**config.mk**
```make
export PLATFORM = sky130hd
export DESIGN_NAME = sorted_set_insert_lookup
export DESIGN_NICKNAME = d
export VERILOG_FILES = /design/src/hw/rtl/sset_pkg.sv /design/src/hw/rtl/sset_mem.sv /design/src/hw/rtl/sset_cmp.sv /design/src/hw/rtl/sorted_set_insert_lookup.sv
export SDC_FILE = /design/constraint.sdc
export NUM_CORES = 2
export LEC_CHECK = 0
export ABC_AREA = 1
export BUFFER_PORTS_ARGS = -buffer_cell sky130_fd_sc_hd__buf_2
export CAP_MARGIN = 15
export CELL_PAD_IN_SITES_DETAIL_PLACEMENT = 1
export CELL_PAD_IN_SITES_GLOBAL_PLACEMENT = 2
export CORE_MARGIN = 2
export CORE_UTILIZATION = 47
export DETAILED_ROUTE_END_ITERATION = 16
export PLACE_DENSITY = 0.95
export SYNTH_ARGS = -nofsm -noshare
export SYNTH_HDL_FRONTEND = slang
export SYNTH_SLANG_ARGS = --single-unit
```
**constraint.sdc**
```tcl
create_clock -name clk -period 14.4 [get_ports clk]
set_clock_uncertainty 0.05 [all_clocks]
set_input_delay 2.16 -clock clk [delete_from_list [all_inputs] [get_ports clk]]
set_output_delay 2.16 -clock clk [all_outputs]
set_load 0.02 [all_outputs]
```
**src/hw/rtl/sset_pkg.sv**
```systemverilog
// ----------------------------------------------------------------------------
// Sorted set package
// Shared constants, request codes and item types of the sorted set block.
// ----------------------------------------------------------------------------
package sset_pkg;

  localparam int CAPACITY    = 64;
  localparam int VALUE_WIDTH = 32;
  localparam int ADDR_W      = $clog2(CAPACITY);
  localparam int CNT_W       = $clog2(CAPACITY + 1);

  localparam logic [VALUE_WIDTH-1:0] KEY_SIGN = {1'b1, {(VALUE_WIDTH-1){1'b0}}};

  localparam logic [1:0] REQ_CLEAR  = 2'd0;
  localparam logic [1:0] REQ_INSERT = 2'd1;
  localparam logic [1:0] REQ_QUERY  = 2'd2;

  typedef logic [VALUE_WIDTH-1:0] key_t;

  typedef struct packed {
    logic [1:0]         req_type;
    logic signed [31:0] value;
  } req_t;

  typedef struct packed {
    logic       found;
    logic       status;
    logic [6:0] count;
  } rsp_t;

  typedef struct packed {
    logic ge;
    logic eq;
  } cmp_res_t;

endpackage

```
**src/hw/rtl/sset_mem.sv**
```systemverilog
// ----------------------------------------------------------------------------
// Sorted set value memory
// One write port and one read port with registered read data.
// ----------------------------------------------------------------------------
module sset_mem
  import sset_pkg::*;
(
  input  logic              clk,
  input  logic              we,
  input  logic [ADDR_W-1:0] waddr,
  input  key_t              wdata,
  input  logic [ADDR_W-1:0] raddr,
  output key_t              rdata
);

  key_t mem [CAPACITY];

  always_ff @(posedge clk) begin
    if (we) begin
      mem[waddr] <= wdata;
    end
    rdata <= mem[raddr];
  end

endmodule

```
**src/hw/rtl/sset_cmp.sv**
```systemverilog
// ----------------------------------------------------------------------------
// Sorted set key comparator
// Compares a stored key against the request key in sign-biased order.
// ----------------------------------------------------------------------------
module sset_cmp
  import sset_pkg::*;
(
  input  key_t     entry,
  input  key_t     key,
  output cmp_res_t res
);

  assign res.ge = (entry >= key);
  assign res.eq = (entry == key);

endmodule

```
**src/hw/rtl/sorted_set_insert_lookup.sv**
```systemverilog
// The block keeps up to 64 distinct signed values in ascending order in a
// single-port-read memory and answers one request at a time: clear, insert or
// membership query, each returning one item with found, status and count.
// A clear or an unused request code goes straight to the output state. A
// query or insert scans the held values from the lowest, one entry at a time
// through a read state and a compare state, using the memory's registered
// read port and the one comparator, until it reaches the first entry not
// below the value or the end of the set. An insert of a value not yet held
// into a set that is not full then moves each higher entry up one place and
// writes the new value. A finished result waits in an output register, and
// the next request is taken while it waits.
// ----------------------------------------------------------------------------
// Sorted set with insert and membership query
// Top level: request sequencer, output register and assertions.
// ----------------------------------------------------------------------------
module sorted_set_insert_lookup
  import sset_pkg::*;
(
  input  logic clk,
  input  logic rst,
  input  logic req_valid,
  output logic req_ready,
  input  req_t req,
  output logic rsp_valid,
  input  logic rsp_ready,
  output rsp_t rsp
);

  typedef enum logic [2:0] {
    S_IDLE, S_RD, S_CMP, S_DECIDE, S_SHRD, S_SHWR, S_PUT, S_OUT
  } state_t;

  state_t            state;
  logic [1:0]        req_code;
  key_t              key;
  logic [CNT_W-1:0]  held;
  logic [ADDR_W-1:0] idx;
  logic [CNT_W-1:0]  pos;
  logic [CNT_W-1:0]  shift_idx;
  logic              res_found;
  logic              res_status;

  logic              mem_we;
  logic [ADDR_W-1:0] mem_waddr;
  key_t              mem_wdata;
  logic [ADDR_W-1:0] mem_raddr;
  key_t              mem_rdata;
  cmp_res_t          cmp;
  logic [CNT_W-1:0]  idx_inc;
  logic [CNT_W-1:0]  shift_dec;

  assign req_ready = (state == S_IDLE);
  assign idx_inc   = CNT_W'(idx) + CNT_W'(1);
  assign shift_dec = shift_idx - CNT_W'(1);

  always_comb begin
    mem_we    = 1'b0;
    mem_waddr = shift_idx[ADDR_W-1:0];
    mem_wdata = mem_rdata;
    mem_raddr = idx;
    case (state)
      S_SHRD: begin
        mem_raddr = shift_dec[ADDR_W-1:0];
      end
      S_SHWR: begin
        mem_we = 1'b1;
      end
      S_PUT: begin
        mem_we    = 1'b1;
        mem_waddr = pos[ADDR_W-1:0];
        mem_wdata = key;
      end
      default: begin
      end
    endcase
  end

  sset_mem u_mem (
    .clk   (clk),
    .we    (mem_we),
    .waddr (mem_waddr),
    .wdata (mem_wdata),
    .raddr (mem_raddr),
    .rdata (mem_rdata)
  );

  sset_cmp u_cmp (
    .entry (mem_rdata),
    .key   (key),
    .res   (cmp)
  );

  always_ff @(posedge clk) begin
    if (rst) begin
      state     <= S_IDLE;
      held      <= '0;
      rsp_valid <= 1'b0;
    end else begin
      if (rsp_valid && rsp_ready && state != S_OUT) begin
        rsp_valid <= 1'b0;
      end
      case (state)
        S_IDLE: begin
          if (req_valid) begin
            req_code   <= req.req_type;
            key        <= req.value[VALUE_WIDTH-1:0] ^ KEY_SIGN;
            idx        <= '0;
            pos        <= '0;
            res_found  <= 1'b0;
            res_status <= 1'b0;
            if (req.req_type == REQ_INSERT || req.req_type == REQ_QUERY) begin
              state <= (held == '0) ? S_DECIDE : S_RD;
            end else begin
              if (req.req_type == REQ_CLEAR) begin
                held <= '0;
              end
              state <= S_OUT;
            end
          end
        end
        S_RD: begin
          state <= S_CMP;
        end
        S_CMP: begin
          if (cmp.ge) begin
            pos       <= CNT_W'(idx);
            res_found <= cmp.eq;
            state     <= S_DECIDE;
          end else if (idx_inc == held) begin
            pos   <= held;
            state <= S_DECIDE;
          end else begin
            idx   <= idx_inc[ADDR_W-1:0];
            state <= S_RD;
          end
        end
        S_DECIDE: begin
          shift_idx <= held;
          if (req_code == REQ_QUERY || res_found) begin
            state <= S_OUT;
          end else if (held == CNT_W'(CAPACITY)) begin
            res_status <= 1'b1;
            state      <= S_OUT;
          end else if (held == pos) begin
            state <= S_PUT;
          end else begin
            state <= S_SHRD;
          end
        end
        S_SHRD: begin
          state <= S_SHWR;
        end
        S_SHWR: begin
          shift_idx <= shift_dec;
          state     <= (shift_dec == pos) ? S_PUT : S_SHRD;
        end
        S_PUT: begin
          held  <= held + CNT_W'(1);
          state <= S_OUT;
        end
        S_OUT: begin
          if (!rsp_valid || rsp_ready) begin
            rsp_valid  <= 1'b1;
            rsp.found  <= res_found;
            rsp.status <= res_status;
            rsp.count  <= 7'(held);
            state      <= S_IDLE;
          end
        end
        default: begin
          state <= S_IDLE;
        end
      endcase
    end
  end

`ifndef SYNTH
  a_held_bound: assert property (@(posedge clk) disable iff (rst)
    held <= CNT_W'(CAPACITY))
    else $error("Held count exceeds capacity.");

  a_shift_above_pos: assert property (@(posedge clk) disable iff (rst)
    (state == S_SHWR) |-> (shift_idx > pos))
    else $error("Shift writes at or below the insert position.");

  a_full_no_put: assert property (@(posedge clk) disable iff (rst)
    (state == S_PUT) |-> (held < CNT_W'(CAPACITY)))
    else $error("Insert into a full set.");

  a_status_not_found: assert property (@(posedge clk) disable iff (rst)
    rsp_valid |-> !(rsp.status && rsp.found))
    else $error("Dropped insert reported as found.");
`endif

endmodule

```
==> impl_metrics.sql <==
INSERT INTO impl_metrics (metric_group, metric, value, unit) VALUES
('status', 'status', 'finished clean', ''),
('pwr', 'p_seq_frac', '0.394', ''),
('synth', 'post_synth_instance_area', '88400', 'µm²'),
('pwr', 'power.clock.fraction', '0.264', ''),
('sta', 'post-route-period-util', '0.406', ''),
('drt', 'num_vias', '62870', ''),
('layout', 'finalNetCount', '7598', ''),
('clock_network', 'number_of_buffers_added_for_setup_after_cts', '0', ''),
('sta', 'finalHoldViolCount', '0', ''),
('die', 'die_h', '438', 'µm'),
('worst_setup_path', 'path_cells', 'clkinv_1, ha_1, o21ai_4, buf_4, buf_4, buf_4, buf_4, o21ai_0, o211ai_1, nand3_1, nand3_1, nand3_1, nand2_1', ''),
('worst_setup_path', 'start_kind', 'register', ''),
('layout', 'layout-drive-gt1-share', '0.0806', ''),
('synth', 'syn_avg_cell_area', '11.7', 'µm²'),
('min_path', 'min_path_type', 'register to register', ''),
('clock_network', 'count_of_hold_fix_buffers_inserted_at_cts', '0', ''),
('synth', 'syn_inst', '7559', ''),
('synth', 'postSynthRegisterBits', '2156', ''),
('placed_design', 'dp.final_hpwl', '157000', 'µm'),
('layout', 'area.growth.synth_to_final', '11.7', '%'),
('worst_setup_path', 'critical_path_required_time', '15.12', 'ns'),
('sta', 'min_period', '5.85', 'ns'),
('pwr', 'cellLeakagePower', '35.8', 'nW'),
('clock_network', 'tritoncts.num_buffers', '216', ''),
('synth', 'ys_warn_count', '0', ''),
('drt', 'initialDrtViolationCount', '7798', ''),
('sta', 'achievable-frequency', '171', 'MHz'),
('drt', 'wl_per_cell', '29.2', 'µm'),
('die', 'io_pins', '49', ''),
('layout', 'fillerInstances', '19152', ''),
('layout', 'fin_area', '98800', 'µm²'),
('synth', 'synthesis.nets', '7634', ''),
('clock_network', 'clock-sinks', '2156', ''),
('clock_network', 'clock_tree.htree_level_count', '4', ''),
('die', 'design.die.area', '192000', 'µm²'),
('worst_setup_path', 'crit_path_frequent_cell', 'sky130_fd_sc_hd__buf_4', ''),
('synth', 'synthDominantAreaCellType', 'sky130_fd_sc_hd__edfxtp_1', ''),
('global_routing', 'first_global_vias', '65724', ''),
('worst_setup_path', 'cp_max_fo', '65', ''),
('die', 'core-area', '187000', 'µm²'),
('sta', 'relSlewSlack', '0.144', ''),
('synth', 'synth_largest_type_area_fraction', '0.717', ''),
('worst_setup_path', 'slowest_delay', '0.78', 'ns'),
('drt', 'first_pass_iters', '6', ''),
('clock_network', 'cell_at_the_root_of_the_clock_tree', 'sky130_fd_sc_hd__clkbuf_16', ''),
('pwr', 'totalPowerFinal', '20.9', 'mW'),
('synth', 'cells_taking_the_most_area_after_synthesis', 'sky130_fd_sc_hd__edfxtp_1, sky130_fd_sc_hd__nand2_1, sky130_fd_sc_hd__nand3_1, sky130_fd_sc_hd__o211ai_1, sky130_fd_sc_hd__o21ai_0', ''),
('pwr', 'vdd_ir_drop_max', '0.365', 'mV'),
('pwr', 'power.density', '212', 'nW/µm²'),
('drt', 'drt-total-wl', '298000', 'µm'),
('global_routing', 'grt-ovfl-total', '0', ''),
('worst_setup_path', 'worst_setup_path_end_kind', 'register', ''),
('sta', 'tightest_slew', '1.28', 'ns'),
('global_routing', 'groute.usage.overall', '0.307', ''),
('pwr', 'p_comb_frac', '0.341', ''),
('clock_network', 'worst_setup_hold_path_clk_slew', '0.06', 'ns'),
('sta', 'final-max-slew-violation-count', '0', ''),
('worst_setup_path', 'cp_data_arrival_time', '6.57', 'ns'),
('pwr', 'total_internal_power', '12.7', 'mW'),
('die', 'floorplan.die.width', '438', 'µm'),
('placed_design', 'finalWeightedCongestion', '0.846', ''),
('global_routing', 'antenna_found_initial', '7', ''),
('global_routing', 'grt_max_degree', '219', ''),
('clock_network', 'insertion_delay', '0.85', 'ns'),
('sta', 'finalSetupViolations', '0', ''),
('die', 'initial_util', '0.472', ''),
('drt', 'antenna_violating_nets_post_route', '0', ''),
('sta', 'finalHoldWorstSlack', '0.402', 'ns'),
('sta', 'tns', '0', 'ns'),
('clock_network', 'post_cts_resize_count', '0', ''),
('placed_design', 'io_buffer_count', '48', '');
==> cell usage in the layout (no fill, tap or decap), types with 8 or more instances in the layout <==
| cell type | netlist | final |
|---|---|---|
| sky130_fd_sc_hd__a21oi_1 | 31 | 31 |
| sky130_fd_sc_hd__buf_12 | 0 | 10 |
| sky130_fd_sc_hd__buf_2 | 250 | 48 |
| sky130_fd_sc_hd__buf_4 | 7 | 145 |
| sky130_fd_sc_hd__bufinv_16 | 0 | 15 |
| sky130_fd_sc_hd__clkbuf_1 | 162 | 59 |
| sky130_fd_sc_hd__clkbuf_16 | 0 | 218 |
| sky130_fd_sc_hd__clkbuf_8 | 0 | 13 |
| sky130_fd_sc_hd__clkinv_1 | 2 | 45 |
| sky130_fd_sc_hd__clkinv_2 | 0 | 36 |
| sky130_fd_sc_hd__dfxtp_1 | 43 | 43 |
| sky130_fd_sc_hd__edfxtp_1 | 2113 | 2113 |
| sky130_fd_sc_hd__ha_1 | 37 | 37 |
| sky130_fd_sc_hd__inv_1 | 316 | 315 |
| sky130_fd_sc_hd__nand2_1 | 2521 | 2521 |
| sky130_fd_sc_hd__nand3_1 | 879 | 879 |
| sky130_fd_sc_hd__nand4_1 | 18 | 18 |
| sky130_fd_sc_hd__nor2_1 | 317 | 252 |
| sky130_fd_sc_hd__nor2_4 | 0 | 65 |
| sky130_fd_sc_hd__o211ai_1 | 348 | 348 |
| sky130_fd_sc_hd__o21ai_0 | 412 | 378 |
| sky130_fd_sc_hd__o21ai_1 | 24 | 22 |
| sky130_fd_sc_hd__o21ai_4 | 2 | 39 |
| sky130_fd_sc_hd__xnor2_1 | 8 | 8 |
==> layout make-up <==
cell class | instances | area (µm²) | share of cell area
Antenna cell | 3 | 7.51 | 0.0000760
Clock buffer | 290 | 5860 | 0.0593
Clock inverter | 112 | 975 | 0.00987
Sequential cell | 2156 | 64300 | 0.651
Multi-Input combinational cell | 4617 | 21700 | 0.220
Timing Repair Buffer | 204 | 1540 | 0.0156
Inverter | 328 | 1250 | 0.0127
Tap cell | 2495 | 3120 | 0.0316
==> flip-flops by register name, indices dropped and copies added, names as in the netlist <==
register     flops
held             7
idx              6
key             32
pos              7
req_code         2
res_found        1
res_status       1
rsp              9
rsp_valid        1
shift_idx        7
state            3
u_mem.mem     2048
u_mem.rdata     32
==> power groups by stage <==
stage	registers, mW	clock network [mW]	logic (mW)
global route	8.23	5.78	7.58
CTS	8.22	5.57	6.97
global placement	8.35	0	6.51
floorplan	8.39	0	4.00
finish	8.24	5.53	7.14
detailed placement	8.36	0	6.86
==> Yosys cell counts (all sizes together) <==
cell type and number:
inv 326, o21ai 439, clkinv 2, nor2 317, a21oi 31, xnor2 8
a211oi 1, nand3b 1, edfxtp 2113, nand4 18, o21a 3, o211ai 348
nand3 879, xor2 2, buf 295, a31oi 3, dfxtp 43, nor4 1
clkbuf 163, nor3b 1, ha 37, nor3 4, nand2 2522, o22ai 1
o21bai 1
==> critical path, delay by kind of cell (launching register included) <==
family / cells / cell delay, ns
adder cells (fa/ha/maj): 1 / 0.45
AO/OA/AOI/OAI: 3 / 0.71
buffers and inverters: 5 / 2.82
flip-flops: 1 / 0.45
AND/OR/NAND/NOR: 4 / 1.10
==> routing by layer <==
layer,up-vias,wire length [µm],GRT usage,part of all wire
met5,-,37,0,0.00012
met4,6,18800,0.177,0.063
met3,898,26900,0.0564,0.090
met2,3523,141000,0.495,0.47
met1,32044,111000,0.390,0.37
li1,26399,-,-,-
==> cells by family after synthesis <==
kind of cell | synth area share
AO/OA/AOI/OAI | 0.0571
XOR/XNOR | 0.000990
adder cells (fa/ha/maj) | 0.00523
buffers and inverters | 0.0374
flip-flops | 0.727
AND/OR/NAND/NOR | 0.172
==> metrics by stage <==
| step | cells | setup slack (ns) |
|---|---|---|
| 2_1_floorplan | 7559 | 9.66 |
| 3_3_place_gp | 9799 | 8.91 |
| 3_5_place_dp | 9799 | 8.81 |
| 4_1_cts | 10201 | 8.74 |
| 5_1_grt | 10202 | 8.46 |
| 6_report | 10205 | 8.55 |
==> path summary, 6_finish.rpt <==
check             cells past startpoint  slack (ns)               to          from
setup / recovery                     13        8.55  u_mem.rdata[13]  shift_idx[0]
hold / removal                        0        0.40           rsp[7]    res_status
setup reg to reg                     13        8.55  u_mem.rdata[13]  shift_idx[0]
hold reg to reg                       0        0.40           rsp[7]    res_status
Power figures use the tool's default switching activity.
